File: config.mk
export PLATFORM = sky130hd
export DESIGN_NAME = ppcm_div
export DESIGN_NICKNAME = d
export VERILOG_FILES = /design/src/rtl/core/projective_pixel_coordinate_map_top_assert.svh /design/src/rtl/core/ppcm_pkg.sv /design/src/rtl/core/ppcm_div.sv
export SDC_FILE = /design/constraint.sdc
export NUM_CORES = 2
export LEC_CHECK = 0
export BUFFER_PORTS_ARGS = -buffer_cell sky130_fd_sc_hd__buf_4
export CORE_MARGIN = 10
export CORE_UTILIZATION = 30
export CTS_BUF_LIST = sky130_fd_sc_hd__clkbuf_4 sky130_fd_sc_hd__clkbuf_8
export CTS_CLUSTER_SIZE = 24
export DETAILED_ROUTE_END_ITERATION = 8
export HOLD_SLACK_MARGIN = 0.02
export SYNTH_ARGS = -nofsm -noshare
export SYNTH_HDL_FRONTEND = slang
export SYNTH_SLANG_ARGS = --single-unit
File: constraint.sdc
create_clock -name clk -period 5.3 [get_ports clk]
set_clock_uncertainty 0.2 [all_clocks]
set_input_delay 0.265 -clock clk [delete_from_list [all_inputs] [get_ports clk]]
set_output_delay 0.265 -clock clk [all_outputs]
set_load 0.05 [all_outputs]
File: src/rtl/core/projective_pixel_coordinate_map_top_assert.svh
// assertion macros for the projective pixel coordinate map
// expects signals clk and rst_n in the module that uses them
`ifndef PROJECTIVE_PIXEL_COORDINATE_MAP_TOP_ASSERT_SVH
`define PROJECTIVE_PIXEL_COORDINATE_MAP_TOP_ASSERT_SVH
`ifndef SYNTH
// same-cycle implication
`define PPCM_ASSERT_IMP(name, ante, cons) \
  name: assert property (@(posedge clk) disable iff (!rst_n) (ante) |-> cons) \
    else $error("ppcm same-cycle check failed");
// next-cycle implication
`define PPCM_ASSERT_NXT(name, ante, cons) \
  name: assert property (@(posedge clk) disable iff (!rst_n) (ante) |=> cons) \
    else $error("ppcm next-cycle check failed");
`else
`define PPCM_ASSERT_IMP(name, ante, cons)
`define PPCM_ASSERT_NXT(name, ante, cons)
`endif
`endif

File: src/rtl/core/ppcm_pkg.sv
// shared constants, register codes and types for the projective pixel map
// no dependencies
package ppcm_pkg;

  localparam int COEF_W     = 48;
  localparam int FRAC_W     = 24;
  localparam int PIX_W      = 10;
  localparam int OUT_W      = 10;
  localparam int NUM_REGS   = 8;
  localparam int REG_IDX_W  = 3;
  localparam int CFG_ADDR_W = 6;
  localparam int CFG_DATA_W = 64;
  localparam int CFG_BYTE_SHIFT = 3;

  localparam int IMAGE_WIDTH_DEF  = 1024;
  localparam int IMAGE_HEIGHT_DEF = 1024;

  localparam logic [COEF_W-1:0] Q_ONE = COEF_W'(1) << FRAC_W;

  // register indexes
  localparam logic [REG_IDX_W-1:0] REG_X_COL = 3'd0;
  localparam logic [REG_IDX_W-1:0] REG_X_ROW = 3'd1;
  localparam logic [REG_IDX_W-1:0] REG_X_OFS = 3'd2;
  localparam logic [REG_IDX_W-1:0] REG_Y_COL = 3'd3;
  localparam logic [REG_IDX_W-1:0] REG_Y_ROW = 3'd4;
  localparam logic [REG_IDX_W-1:0] REG_Y_OFS = 3'd5;
  localparam logic [REG_IDX_W-1:0] REG_W_COL = 3'd6;
  localparam logic [REG_IDX_W-1:0] REG_W_ROW = 3'd7;

  // sideband that travels with an item through the divider
  typedef struct packed {
    logic valid;
    logic zero_w;
    logic neg_x;
    logic neg_y;
  } ppcm_ctl_t;

  function automatic logic [COEF_W-1:0] coef_reset(input logic [REG_IDX_W-1:0] idx);
    logic [COEF_W-1:0] v;
    v = '0;
    if (idx == REG_X_COL || idx == REG_Y_ROW) begin
      v = Q_ONE;
    end
    return v;
  endfunction

endpackage

File: src/rtl/core/ppcm_div.sv
// pipelined restoring divider, two numerators over one shared denominator
// uses ppcm_pkg for the sideband struct
module ppcm_div import ppcm_pkg::*; #(
  parameter int NUM_W = 58,
  parameter int QUO_W = 10
) (
  input  logic             clk,
  input  logic             rst_n,
  input  ppcm_ctl_t        in_ctl,
  input  logic [NUM_W-1:0] in_num_x,
  input  logic [NUM_W-1:0] in_num_y,
  input  logic [NUM_W-1:0] in_den,
  output ppcm_ctl_t        out_ctl,
  output logic [QUO_W-1:0] out_quo_x,
  output logic [QUO_W-1:0] out_quo_y,
  output logic             out_ovf_x,
  output logic             out_ovf_y
);

  localparam int DW = NUM_W + QUO_W;
  localparam int NS = QUO_W + 1;

  ppcm_ctl_t        ctl_r [NS];
  logic [NUM_W-1:0] rx_r  [NS];
  logic [NUM_W-1:0] ry_r  [NS];
  logic [NUM_W-1:0] den_r [NS];
  logic [QUO_W-1:0] qx_r  [NS];
  logic [QUO_W-1:0] qy_r  [NS];
  logic             ovx_r [NS];
  logic             ovy_r [NS];

  logic [DW-1:0] den_top;
  assign den_top = {in_den, {QUO_W{1'b0}}};

  // first stage: quotient reaches 2^QUO_W or more
  always_ff @(posedge clk) begin
    if (!rst_n) begin
      ctl_r[0] <= '0;
    end else begin
      ctl_r[0] <= in_ctl;
    end
    rx_r[0]  <= in_num_x;
    ry_r[0]  <= in_num_y;
    den_r[0] <= in_den;
    qx_r[0]  <= '0;
    qy_r[0]  <= '0;
    ovx_r[0] <= {{QUO_W{1'b0}}, in_num_x} >= den_top;
    ovy_r[0] <= {{QUO_W{1'b0}}, in_num_y} >= den_top;
  end

  // one quotient bit per stage, msb first
  for (genvar k = 1; k < NS; k++) begin : g_stage
    localparam int B = QUO_W - k;

    logic [DW-1:0]    sub;
    logic             ge_x;
    logic             ge_y;
    logic [NUM_W-1:0] rx_nxt;
    logic [NUM_W-1:0] ry_nxt;
    logic [QUO_W-1:0] qx_nxt;
    logic [QUO_W-1:0] qy_nxt;

    assign sub  = {{QUO_W{1'b0}}, den_r[k-1]} << B;
    assign ge_x = {{QUO_W{1'b0}}, rx_r[k-1]} >= sub;
    assign ge_y = {{QUO_W{1'b0}}, ry_r[k-1]} >= sub;

    always_comb begin
      rx_nxt    = ge_x ? (rx_r[k-1] - sub[NUM_W-1:0]) : rx_r[k-1];
      ry_nxt    = ge_y ? (ry_r[k-1] - sub[NUM_W-1:0]) : ry_r[k-1];
      qx_nxt    = qx_r[k-1];
      qy_nxt    = qy_r[k-1];
      qx_nxt[B] = ge_x;
      qy_nxt[B] = ge_y;
    end

    always_ff @(posedge clk) begin
      if (!rst_n) begin
        ctl_r[k] <= '0;
      end else begin
        ctl_r[k] <= ctl_r[k-1];
      end
      rx_r[k]  <= rx_nxt;
      ry_r[k]  <= ry_nxt;
      den_r[k] <= den_r[k-1];
      qx_r[k]  <= qx_nxt;
      qy_r[k]  <= qy_nxt;
      ovx_r[k] <= ovx_r[k-1];
      ovy_r[k] <= ovy_r[k-1];
    end
  end

  assign out_ctl   = ctl_r[NS-1];
  assign out_quo_x = qx_r[NS-1];
  assign out_quo_y = qy_r[NS-1];
  assign out_ovf_x = ovx_r[NS-1];
  assign out_ovf_y = ovy_r[NS-1];

endmodule

==> summary.md <==
* **status** finished, final reports clean
* **GRT Overall Usage** 16.6%
* **combined area of the multi-input logic cells** 65000 um^2
* **fraction of final layout cells sized beyond drive strength 1** 9.51%
* **CP startpoint kind** register
* **total internal power** 29.9 mW
* **Critical R2R Capture** ry_r[7][18]
* **Clock transition at path regs** 0.06 ns
* **final cell area excluding filler cells** 127000 um^2
* **number of detailed-route iterations in the first pass** 6
* **IO Count** 206
* **fraction of power consumed by combinational cells** 25.7%
* **top post-synthesis cells by area** sky130_fd_sc_hd__dfxtp_1, sky130_fd_sc_hd__ha_1, sky130_fd_sc_hd__a21oi_1, sky130_fd_sc_hd__o21ai_0, sky130_fd_sc_hd__a21o_1
* **hold path start** qy_r[5][8]
* **insertion delay of the later-clocked pin in the worst-skew pair** 1.07 ns
* **count of flip-flops with a built-in enable after synthesis** 0
* **number of max-cap violations** 0
* **clock net sink count** 1916
* **classification of the worst setup path** register to register
* **leakage power summed over all cells** 58.3 nW
* **capture endpoint of the worst hold path** qy_r[6][8]
* **Placed Area** 115000 um^2
* **largest net degree at the start of global routing** 96
* **CTS H-tree depth** 5
* **Synth Register Bits** 1916
* **final worst-path cycle share** 94.7%
* **final-stage net count** 14569
* **Row Count** 220
* **Max Buffers Root-to-Sink** 4
* **Worst EP arrival** 5.71 ns
* **vias after detailed routing** 91394
* **area of the placeable core** 359000 um^2
* **area of the die** 386000 um^2
* **top cell type by total area after synthesis** sky130_fd_sc_hd__dfxtp_1
* **Die Width** 621 um
* **Die H** 621 um
* **Setup crit end kind** register
* **final-report max-slew violation count** 0
* **first-pass GRT wire length** 513 mm
* **Worst Reg2Reg Path Length in Cells** 15
* **GRT Residual Overflow** 0
* **fill count** 37063
* **initial antenna violation count** 8
* **Min-Delay Path Class** register to register
* **area overhead of the layout relative to synthesis** 17.1%
* **vias in the first global route** 90040
* **endpoints failing setup** 0
* **area of the mapped netlist** 108000 um^2
* **buffers added on ports** 205
* **CTS root buf** sky130_fd_sc_hd__clkbuf_8
* **launch instance of the worst register-to-register path** den_r[6][0]
* **mean routed wirelength per cell** 18.5 um
* **fraction of power consumed by the clock network** 36.4%
* **highest clock frequency the design can meet** 0.199 GHz
* **post-CTS repair timing setup buffer count** 0
* **Min Hold Slack** 0.0996 ns
* **Final GP Congestion** 0.967
* **total negative slack for setup checks** 0 ns
* **final hold violations** 0
* **Power Dens Cells** 345 nW/um^2
* **pin slew with the least headroom to its limit** 1.22 ns
* **initial drt markers** 7566
* **Setup crit start** den_r[6][0]
* **post-synthesis instance total** 12635
* **hold depth** 0
* **worst-case vdd ir drop** 0.194 mV
* **warnings from Yosys** 0
* **HPWL Detailed** 274 mm
* **clock tree from TritonCTS** built
* **Synth Flop Type** sky130_fd_sc_hd__dfxtp_1
* **via-per-instance ratio** 5.01
* **Max-Slew Margin vs Limit** 18.2%
* **post-synthesis average cell area** 8.58 um^2
* **total net switching power** 14.0 mW
* **post-synthesis sequential area ratio** 35.4%
* **total wirelength of the detailed-routed design** 338 mm
* **initial standard-cell utilization of the core** 30.1%
* **CP max FO** 49
* **required time of the critical path** 5.98 ns
* **cell with the most instances after synthesis** sky130_fd_sc_hd__dfxtp_1
* **top cell type's share of synthesized area** 35.4%
* **cts bufs inserted** 340
* **DRC viols** 0
* **unrepaired setup endpoints after global routing** no
* **FFs w/ async S/R, synth** 0%
* **Sequential Area** 38400 um^2
* **leading cell types by count after synthesis** sky130_fd_sc_hd__dfxtp_1, sky130_fd_sc_hd__a21oi_1, sky130_fd_sc_hd__nand2_1
* **Reg power frac** 37.8%
* **number of nets with antenna violations after routing** 0
* **Yosys cell types** 105
* **worst reg2reg setup slack** 0.28 ns
* **syn_nets** 13999
* **Period minus WS final** 5.02 ns
* **proportion of total power due to net switching** 31.9%
## state kept, by name (all words and copies together), names as in the netlist
signal  flops
qy_r       55
ctl_r      44
rx_r      580
qx_r       55
ry_r      580
ovx_r      11
den_r     580
ovy_r      11
## layer usage
layer	track usage, %	share of wire, %	up-vias
li1	-	-	46151
met5	0	0.0077	-
met3	1.98	5.5	678
met2	25.4	41	3065
met1	22.9	47	41496
met4	8.28	5.6	4
## cell type report
| cell class | count | area share (%) |
|---|---|---|
| Timing Repair Buffer | 702 | 5.00 |
| Multi-Input combinational cell | 9394 | 51.2 |
| Tap cell | 4773 | 4.70 |
| Sequential cell | 1916 | 30.2 |
| Inverter | 851 | 2.52 |
| Antenna cell | 7 | 0.0138 |
| Clock buffer | 487 | 4.92 |
| Clock inverter | 128 | 1.39 |
## power groups by stage
stage | Combinational, mW | Clock, mW | Sequential [mW]
2_1_floorplan | 8.30 | 0 | 16.3
3_3_place_gp | 10.8 | 0 | 16.8
3_5_place_dp | 10.9 | 0 | 16.8
4_1_cts | 11.1 | 16.5 | 16.5
5_1_grt | 12.5 | 17.1 | 16.6
6_report | 11.3 | 16.0 | 16.6
## cells by family (layout without fill, tap and decap cells)
logic type	count (synthesis)	in the layout	synth area share [%]
AO/OA/AOI/OAI	3982	3982	22.7
AND/OR/NAND/NOR	3079	3079	13.5
flip-flops	1916	1916	35.4
buffers and inverters	1325	2168	4.76
adder cells (fa/ha/maj)	1184	1184	13.8
XOR/XNOR	873	873	7.05
multiplexers	276	276	2.85
other	0	7	0
## repair_timing
action	4_1_cts	5_1_grt
setup endpoints to repair	0	3
endpoints found under the hold margin	220	0
resized for setup	0	1
hold buffers	362	0
## through the flow
| stage | setup WS, ns | instances | util, % | power, mW |
|---|---|---|---|---|
| after floorplan | 1.36 | 12635 | - | 24.6 |
| after global placement | 0.377 | 17274 | 32.1 | 27.6 |
| after global routing | 0.0559 | 18252 | 35.3 | 46.3 |
| after detailed placement | 0.368 | 17274 | 32.1 | 27.7 |
| final | 0.279 | 18258 | 35.3 | 43.8 |
| after CTS | 0.307 | 18251 | 35.3 | 44.2 |
## worst max-delay path by stage
stage / to / slack, ns / depth (start not counted)
2_1_floorplan: ry_r[7][40] / 1.36 / 18
3_3_place_gp: ry_r[2][24] / 0.38 / 16
3_5_place_dp: ry_r[7][7] / 0.37 / 16
6_report: ry_r[7][18] / 0.28 / 15
4_1_cts: ry_r[7][10] / 0.31 / 15
5_1_grt: ry_r[2][17] / 0.06 / 14
## cells in the final DEF, fill, tap and decap left out, types with 69 or more instances in the layout
master                          netlist  routed
sky130_fd_sc_hd__nand2b_1           117     117
sky130_fd_sc_hd__mux2_2             212     212
sky130_fd_sc_hd__a31oi_1            118     118
sky130_fd_sc_hd__and2_1              96      96
sky130_fd_sc_hd__o21bai_1           164     163
sky130_fd_sc_hd__o31ai_1             69      69
sky130_fd_sc_hd__a211oi_1            79      79
sky130_fd_sc_hd__clkbuf_8             0     413
sky130_fd_sc_hd__nor2_1             626     626
sky130_fd_sc_hd__nor3_1             141     141
sky130_fd_sc_hd__buf_4                6     326
sky130_fd_sc_hd__xor2_1             373     373
sky130_fd_sc_hd__nand2_1           1168    1167
sky130_fd_sc_hd__nand4_1            265     265
sky130_fd_sc_hd__inv_1              850     850
sky130_fd_sc_hd__a21oi_1           1232    1231
sky130_fd_sc_hd__dfxtp_1           1916    1916
sky130_fd_sc_hd__nand3_1            205     205
sky130_fd_sc_hd__nor2b_1            137     137
sky130_fd_sc_hd__xnor2_1            500     500
sky130_fd_sc_hd__ha_1              1166    1166
sky130_fd_sc_hd__o21ai_0           1058    1058
sky130_fd_sc_hd__o21a_1             121     121
sky130_fd_sc_hd__dlygate4sd3_1        0     362
sky130_fd_sc_hd__clkbuf_4             0      74
sky130_fd_sc_hd__a21o_1             680     679
sky130_fd_sc_hd__and3_1             106     106
## critical path: stages, from the launching register on
cell and delay, ns:
sky130_fd_sc_hd__dfxtp_1 0.34, sky130_fd_sc_hd__ha_1 0.23, sky130_fd_sc_hd__fa_1 0.41, sky130_fd_sc_hd__nand2b_1 0.18
sky130_fd_sc_hd__a211oi_1 0.44, sky130_fd_sc_hd__o21ai_1 0.13, sky130_fd_sc_hd__and3b_1 0.30, sky130_fd_sc_hd__o41ai_4 0.38
sky130_fd_sc_hd__a21oi_2 0.14, sky130_fd_sc_hd__o41a_1 0.40, sky130_fd_sc_hd__o21ai_2 0.22, sky130_fd_sc_hd__a221oi_2 0.13
sky130_fd_sc_hd__nand4b_1 0.28, sky130_fd_sc_hd__a21oi_4 0.36, sky130_fd_sc_hd__buf_12 0.29, sky130_fd_sc_hd__mux2_2 0.38
Power figures use the tool's default switching activity.
